`config.mk`:
```
export PLATFORM = sky130hd
export DESIGN_NAME = link_frame_header_recognizer_unit
export DESIGN_NICKNAME = d
export VERILOG_FILES = /design/src/lfhr_pkg.sv /design/src/lfhr_cfg_regs.sv /design/src/lfhr_next_state.sv /design/src/link_frame_header_recognizer_unit.sv
export SDC_FILE = /design/constraint.sdc
export NUM_CORES = 1
export LEC_CHECK = 0
export BUFFER_PORTS_ARGS = -buffer_cell sky130_fd_sc_hd__buf_2
export CAP_MARGIN = 20
export CORE_UTILIZATION = 40
export DETAILED_ROUTE_END_ITERATION = 16
export RECOVER_POWER = 50
export SLEW_MARGIN = 15
export SYNTH_ARGS = -nofsm -noshare
export SYNTH_HDL_FRONTEND = slang
export SYNTH_SLANG_ARGS = --single-unit
```
`constraint.sdc`:
```
create_clock -name clk -period 4.39 [get_ports clk]
set_input_delay 0.878 -clock clk [delete_from_list [all_inputs] [get_ports clk]]
set_output_delay 0.878 -clock clk [all_outputs]
set_load 0.02 [all_outputs]
```
`src/lfhr_pkg.sv`:
```
// ----------------------------------------------------------------------------
// lfhr_pkg
// types, register indexes and state codes of the frame header recognizer
// ----------------------------------------------------------------------------
`default_nettype none

package lfhr_pkg;

  typedef struct packed {
    logic       kind;
    logic [7:0] rx_byte;
  } in_item_t;

  typedef struct packed {
    logic [3:0] parse_state;
    logic       frame_done;
  } out_item_t;

  typedef struct packed {
    logic [1:0] mode;
    logic [7:0] flag_byte;
    logic [7:0] answer_address;
    logic [7:0] command_address;
    logic [7:0] control_primary;
    logic [7:0] control_reject;
    logic [7:0] disconnect_control;
  } cfg_t;

  localparam int unsigned CfgIndexW = 3;
  localparam int unsigned CfgDataW  = 8;

  localparam logic [CfgIndexW-1:0] REG_MODE         = 3'd0;
  localparam logic [CfgIndexW-1:0] REG_FLAG_BYTE    = 3'd1;
  localparam logic [CfgIndexW-1:0] REG_ANSWER_ADDR  = 3'd2;
  localparam logic [CfgIndexW-1:0] REG_COMMAND_ADDR = 3'd3;
  localparam logic [CfgIndexW-1:0] REG_CTRL_PRIMARY = 3'd4;
  localparam logic [CfgIndexW-1:0] REG_CTRL_REJECT  = 3'd5;
  localparam logic [CfgIndexW-1:0] REG_DISC_CTRL    = 3'd6;

  localparam logic [1:0] MODE_ESTABLISH = 2'd0;
  localparam logic [1:0] MODE_SENDER    = 2'd1;
  localparam logic [1:0] MODE_RECEIVER  = 2'd2;
  localparam logic [1:0] MODE_TERMINATE = 2'd3;

  localparam cfg_t CFG_RESET = '{
    mode:               MODE_ESTABLISH,
    flag_byte:          8'd126,
    answer_address:     8'd3,
    command_address:    8'd1,
    control_primary:    8'd0,
    control_reject:     8'd0,
    disconnect_control: 8'd11
  };

  localparam logic KIND_BYTE    = 1'b0;
  localparam logic KIND_RESTART = 1'b1;

  localparam logic [3:0] CODE_START = 4'd0;
  localparam logic [3:0] CODE_FLAG  = 4'd1;
  localparam logic [3:0] CODE_ADDR  = 4'd2;
  localparam logic [3:0] CODE_CTRL  = 4'd3;
  localparam logic [3:0] CODE_RR    = 4'd4;
  localparam logic [3:0] CODE_REJ   = 4'd5;
  localparam logic [3:0] CODE_INFO  = 4'd6;
  localparam logic [3:0] CODE_CHECK = 4'd7;
  localparam logic [3:0] CODE_DATA  = 4'd8;
  localparam logic [3:0] CODE_STOP  = 4'd9;

  typedef enum logic [9:0] {
    S_START = 10'b00_0000_0001,
    S_FLAG  = 10'b00_0000_0010,
    S_ADDR  = 10'b00_0000_0100,
    S_CTRL  = 10'b00_0000_1000,
    S_RR    = 10'b00_0001_0000,
    S_REJ   = 10'b00_0010_0000,
    S_INFO  = 10'b00_0100_0000,
    S_CHECK = 10'b00_1000_0000,
    S_DATA  = 10'b01_0000_0000,
    S_STOP  = 10'b10_0000_0000
  } state_t;

  function automatic logic [3:0] state_code(input state_t s);
    logic [3:0] code;
    case (s)
      S_START: code = CODE_START;
      S_FLAG:  code = CODE_FLAG;
      S_ADDR:  code = CODE_ADDR;
      S_CTRL:  code = CODE_CTRL;
      S_RR:    code = CODE_RR;
      S_REJ:   code = CODE_REJ;
      S_INFO:  code = CODE_INFO;
      S_CHECK: code = CODE_CHECK;
      S_DATA:  code = CODE_DATA;
      S_STOP:  code = CODE_STOP;
      default: code = CODE_START;
    endcase
    return code;
  endfunction

endpackage

`default_nettype wire

```
`src/lfhr_cfg_regs.sv`:
```
// ----------------------------------------------------------------------------
// lfhr_cfg_regs
// configuration register file written through the plain write port
// ----------------------------------------------------------------------------
`default_nettype none

module lfhr_cfg_regs
  import lfhr_pkg::*;
(
  input  wire logic                 clk,
  input  wire logic                 rst,
  input  wire logic                 cfg_write,
  input  wire logic [CfgIndexW-1:0] cfg_index,
  input  wire logic [CfgDataW-1:0]  cfg_data,
  output cfg_t                      cfg
);

  always_ff @(posedge clk) begin
    if (rst) begin
      cfg <= CFG_RESET;
    end else if (cfg_write) begin
      case (cfg_index)
        REG_MODE:         cfg.mode               <= cfg_data[1:0];
        REG_FLAG_BYTE:    cfg.flag_byte          <= cfg_data;
        REG_ANSWER_ADDR:  cfg.answer_address     <= cfg_data;
        REG_COMMAND_ADDR: cfg.command_address    <= cfg_data;
        REG_CTRL_PRIMARY: cfg.control_primary    <= cfg_data;
        REG_CTRL_REJECT:  cfg.control_reject     <= cfg_data;
        REG_DISC_CTRL:    cfg.disconnect_control <= cfg_data;
        default: begin
        end
      endcase
    end
  end

endmodule

`default_nettype wire

```
`src/lfhr_next_state.sv`:
```
// ----------------------------------------------------------------------------
// lfhr_next_state
// next-state function of the header recognizer for one received item
// ----------------------------------------------------------------------------
`default_nettype none

module lfhr_next_state
  import lfhr_pkg::*;
(
  input  wire cfg_t     cfg,
  input  wire state_t   state,
  input  wire in_item_t item,
  output state_t        state_next
);

  logic [7:0] addr;
  logic [7:0] b;
  state_t     miss;

  always_comb begin
    b    = item.rx_byte;
    addr = (cfg.mode == MODE_TERMINATE) ? cfg.command_address : cfg.answer_address;
    miss = (b == cfg.flag_byte) ? S_FLAG : S_START;
    state_next = state;
    if (item.kind == KIND_RESTART) begin
      state_next = S_START;
    end else begin
      case (state)
        S_START: state_next = miss;
        S_FLAG:  state_next = (b == addr) ? S_ADDR : miss;
        S_ADDR: begin
          if (cfg.mode == MODE_SENDER) begin
            if (b == cfg.control_primary)     state_next = S_RR;
            else if (b == cfg.control_reject) state_next = S_REJ;
            else                              state_next = miss;
          end else if (cfg.mode == MODE_RECEIVER) begin
            if (b == cfg.disconnect_control)   state_next = S_CTRL;
            else if (b == cfg.control_primary) state_next = S_INFO;
            else                               state_next = miss;
          end else begin
            state_next = (b == cfg.control_primary) ? S_CTRL : miss;
          end
        end
        S_CTRL: begin
          if (cfg.mode == MODE_SENDER) begin
            state_next = state;
          end else if (cfg.mode == MODE_RECEIVER) begin
            state_next = (b == (cfg.answer_address ^ cfg.disconnect_control)) ?
                         S_CHECK : miss;
          end else begin
            state_next = (b == (addr ^ cfg.control_primary)) ? S_CHECK : miss;
          end
        end
        S_RR: begin
          if (cfg.mode == MODE_SENDER)
            state_next = (b == (cfg.answer_address ^ cfg.control_primary)) ?
                         S_CHECK : miss;
        end
        S_REJ: begin
          if (cfg.mode == MODE_SENDER)
            state_next = (b == (cfg.answer_address ^ cfg.control_reject)) ?
                         S_CHECK : miss;
        end
        S_INFO: begin
          if (cfg.mode == MODE_RECEIVER)
            state_next = (b == (cfg.answer_address ^ cfg.control_primary)) ?
                         S_DATA : miss;
        end
        S_DATA: begin
          // payload skipped until the closing flag
          if (cfg.mode == MODE_RECEIVER)
            state_next = (b == cfg.flag_byte) ? S_STOP : S_DATA;
        end
        S_CHECK: state_next = (b == cfg.flag_byte) ? S_STOP : S_START;
        S_STOP:  state_next = S_STOP;
        default: state_next = state;
      endcase
    end
  end

endmodule

`default_nettype wire

```
`src/link_frame_header_recognizer_unit.sv`:
```
// ----------------------------------------------------------------------------
// link_frame_header_recognizer_unit
// recognizes flag, address, control, header check, optional payload, flag over a byte stream
// ----------------------------------------------------------------------------
// One result per transfer, one transfer per clock sustained while the output
// is not stalled. A transfer is captured into an input register; the
// next-state function between that register and the result register updates
// the recogniser state, and the result is registered in the result register.
// The loop through the state register and the next-state function sets the
// rate. Output back-pressure stalls both stages; an empty input stage still
// takes a transfer while a result waits. Configuration writes apply at once.
// ----------------------------------------------------------------------------
`default_nettype none

module link_frame_header_recognizer_unit
  import lfhr_pkg::*;
(
  input  wire logic                 clk,
  input  wire logic                 rst,
  input  wire logic                 cfg_write,
  input  wire logic [CfgIndexW-1:0] cfg_index,
  input  wire logic [CfgDataW-1:0]  cfg_data,
  input  wire logic                 in_valid,
  output logic                      in_ready,
  input  wire in_item_t             in_item,
  output logic                      out_valid,
  input  wire logic                 out_ready,
  output out_item_t                 out_item
);

  cfg_t     cfg;
  logic     stage_valid;
  in_item_t stage_item;
  state_t   state;
  state_t   state_next;
  logic     advance;

  lfhr_cfg_regs u_cfg_regs (
    .clk       (clk),
    .rst       (rst),
    .cfg_write (cfg_write),
    .cfg_index (cfg_index),
    .cfg_data  (cfg_data),
    .cfg       (cfg)
  );

  lfhr_next_state u_next_state (
    .cfg        (cfg),
    .state      (state),
    .item       (stage_item),
    .state_next (state_next)
  );

  assign advance  = !out_valid || out_ready;
  assign in_ready = !stage_valid || advance;

  // input stage
  always_ff @(posedge clk) begin
    if (rst) begin
      stage_valid <= 1'b0;
    end else if (in_ready) begin
      stage_valid <= in_valid;
    end
  end

  always_ff @(posedge clk) begin
    if (in_ready && in_valid) begin
      stage_item <= in_item;
    end
  end

  // state and result stage
  always_ff @(posedge clk) begin
    if (rst) begin
      state     <= S_START;
      out_valid <= 1'b0;
    end else if (advance) begin
      out_valid <= stage_valid;
      if (stage_valid) begin
        state <= state_next;
      end
    end
  end

  always_ff @(posedge clk) begin
    if (advance && stage_valid) begin
      out_item.parse_state <= state_code(state_next);
      out_item.frame_done  <= (state_next == S_STOP);
    end
  end

endmodule

`default_nettype wire

```
==> flow_summary.json <==
{
  "finalSetupViolCount": 0,
  "synth.top_cell.area_share_pct": 24.3,
  "crit_chain": "a21boi_0 > o21a_1 > nor4b_1 > and4_1 > a21boi_0 > o211ai_1 > a211oi_2 > o211ai_1 > a31oi_1",
  "outcome": "finished, final reports clean",
  "synth_cell_type_count": 68,
  "maxClockFrequency_mhz": 285,
  "wl_per_cell_um": 18.5,
  "synth-warning-count": 0,
  "drt_pre_antenna_iters": 5,
  "ant_nets": 0,
  "clk_latency_ns": 0.35,
  "worst-endpoint-required_ns": 4.48,
  "power-per-cell-area_nw_per_um2": 303,
  "portBuffers": 31,
  "clock_skew_ns": 0.00567,
  "grt_pass1_vias": 4348,
  "clk_pin_slew_worst_paths_ns": 0.06,
  "asyncSetResetFlopFracSynth_pct": 0,
  "cp_max_fo": 22,
  "avgSynthCellArea_um2": 8.37,
  "post-route-drc-count": 0,
  "post-synth-top-area-cell": "dfxtp_1",
  "dp.cells": 773,
  "cts-resized-gates": 0,
  "crit_buf_inv": 0,
  "synth_common_cells": "123 x nand2_1, 62 x dfxtp_1, 57 x a21oi_1",
  "global_route_wire_length_before_repair_mm": 23.3,
  "cpMaxStageDelayCell": "dfxtp_1",
  "netlist_area_um2": 5100,
  "tritoncts.num_buffers": 9,
  "htree_num_levels": 3,
  "slew-limit-headroom_pct": 33.9,
  "grt_max_degree": 63,
  "cts_tree": "built",
  "rows": 40,
  "r2r_end": "out_item[1]",
  "design.final.nets": 642,
  "dominantRegCellSynth": "dfxtp_1",
  "regToRegStartpoint": "u_cfg_regs.cfg[49]",
  "worstSetupPathDepth": 9,
  "postRouteWirelength_mm": 14.6,
  "gp_routability_congestion": 1.05,
  "cts_max_path_buffers": 2,
  "diodes": 0,
  "post_route_cells_drive_above_1_share_pct": 8.52,
  "detail_route.vias_per_cell": 5.77,
  "worst_setup_path_end_kind": "register",
  "cts-hold-fix-buffers": 0,
  "clock_sinks": 76,
  "grt_setup_unrepaired": "no",
  "synthTopCellsByArea": "dfxtp_1 24%, xnor3_1 9.3%, nand2_1 9.1%, edfxtp_1 8.2%, xnor2_1 5.7%",
  "die_x_um": 115,
  "detailed_place_hpwl_mm": 10.9,
  "crit_path_start": "u_cfg_regs.cfg[49]",
  "finish.cell_count_without_fillers": 790,
  "cts_post_setup_buffers_inserted": 0,
  "critPathKind": "reg2reg",
  "num_io_pins": 32,
  "tns_ns": 0,
  "r2r.worst_path.cells": 9,
  "worst-r2r-setup-slack_ns": 0.88,
  "hold_violations": 0,
  "number_of_antenna_violations_at_the_first_check_in_global_routing": 0,
  "period_minus_slack_ns": 3.51,
  "global_route.usage.total_pct": 23.6,
  "post_route_fraction_of_the_period_consumed_by_the_critical_path_pct": 80.0,
  "timing.critical_path.max_delay_family": "compound AO/OA/AOI/OAI gates",
  "die-area_um2": 13200,
  "yosys.cell_count.top_type": "nand2_1",
  "tightest_slew_ns": 0.984,
  "synth_fp_nets": 634,
  "global_route.overflow_total": 0,
  "ys_seq_elements": 76,
  "core_region_area_um2": 12200,
  "static_power_due_to_leakage_nw": 2.02,
  "floorplan.die.height_um": 115,
  "initial_core_util_pct": 41.8,
  "power.ir.vdd_worst_mv": 0.260,
  "drt_first_iter_violations": 285,
  "critPathCapture": "out_item[1]",
  "timing.critical_path.slowest_cell_delay_ns": 0.72,
  "edff_count_synth": 14,
  "slew_viol_final": 0,
  "cts_root_buffer": "clkbuf_16",
  "netlist_instances": 609,
  "maxCapViolCount": 0,
  "seq_area_frac_synth_pct": 32.6,
  "cp-start-kind": "register",
  "num_vias": 4555,
  "area_growth_pct": 10.3,
  "worst-endpoint-arrival_ns": 3.60,
  "worstHoldPathType": "reg2reg"
}
-- power by group --
group          internal [W]  total (W)  switching, W
clock              0.000437   0.000736      0.000299
sequential         0.000731   0.000773     0.0000421
combinational     0.0000896   0.000198      0.000108
total               0.00126    0.00171      0.000449
-- cell usage in the layout (no fill, tap or decap), drive strengths merged, types with 4 or more instances in the layout --
cell type / count
nand2: 123
dfxtp: 62
a21oi: 57
nor2: 35
xnor2: 33
buf: 29
xnor3: 21
nor3: 18
xor2: 18
nand2b: 15
nand4: 14
edfxtp: 14
nand3b: 13
nor4: 13
nand3: 12
clkbuf: 12
nor2b: 11
and3: 11
o21ai: 10
inv: 9
a21boi: 8
o211ai: 5
a31oi: 5
nor4b: 4
mux2i: 4
clkinv: 4
and2: 4
a211oi: 4
-- registers in the layout, summed over array words and instances, names as in the netlist --
name	cells
out_valid	1
out_item	5
u_cfg_regs.cfg	50
stage_valid	1
state	10
stage_item	9
-- cell families (layout without fill, tap and decap cells) --
logic type	Yosys count	in the layout	synth area share (%)
buffers and inverters	44	57	3.56
DFF	76	76	32.6
and+or+nand+nor	287	287	28.2
xor gates and xnor gates	72	72	18.0
AOI/OAI and AO/OA	126	126	16.9
muxes	4	4	0.785
-- per-layer routing --
metal | vias to the layer above | part of all wire, % | global-route usage (%)
li1 | 2185 | - | -
met1 | 2185 | 43 | 30.1
met2 | 154 | 47 | 38.4
met3 | 31 | 6.5 | 4.85
met4 | 0 | 3.2 | 10.8
met5 | - | 0 | 0
-- worst min-delay path by stage --
stage / cells after the start / from / end
6_report: 2 / u_cfg_regs.cfg[47] / u_cfg_regs.cfg[47]
5_1_grt: 2 / u_cfg_regs.cfg[47] / u_cfg_regs.cfg[47]
4_1_cts: 2 / u_cfg_regs.cfg[40] / u_cfg_regs.cfg[40]
3_5_place_dp: 2 / u_cfg_regs.cfg[40] / u_cfg_regs.cfg[40]
3_3_place_gp: 2 / u_cfg_regs.cfg[47] / u_cfg_regs.cfg[47]
2_1_floorplan: 2 / u_cfg_regs.cfg[25] / u_cfg_regs.cfg[25]
-- tightest hold or removal path: cells and delay by family (launching register included) --
| kind | cells | cell delay, ns |
|---|---|---|
| DFF | 1 | 0.32 |
| and+or+nand+nor | 1 | 0.06 |
| AOI/OAI and AO/OA | 1 | 0.05 |
-- through the flow --
step | hold WS [ns] | utilization, % | instance area [um2] | setup slack, ns | power (W)
final | 0.473 | 46.1 | 5630 | 0.878 | 0.00171
after global routing | 0.497 | 46.1 | 5630 | 0.587 | 0.00177
after CTS | 0.475 | 45.9 | 5610 | 0.973 | 0.00172
after detailed placement | 0.468 | 43.5 | 5320 | 1.01 | 0.000981
after global placement | 0.464 | 43.5 | 5320 | 1.13 | 0.000978
after floorplan | 0.440 | - | 5100 | 1.48 | 0.000916
-- cell type report --
cell class	instances	area, um2
clock inverter	7	66.3
clock buffer	9	225
tap	168	210
multi-input combinational	489	3260
fill	1252	6590
inverter	9	33.8
timing repair buffer	32	171
sequential	76	1660
Note: power is estimated with default switching activity, not from simulation.
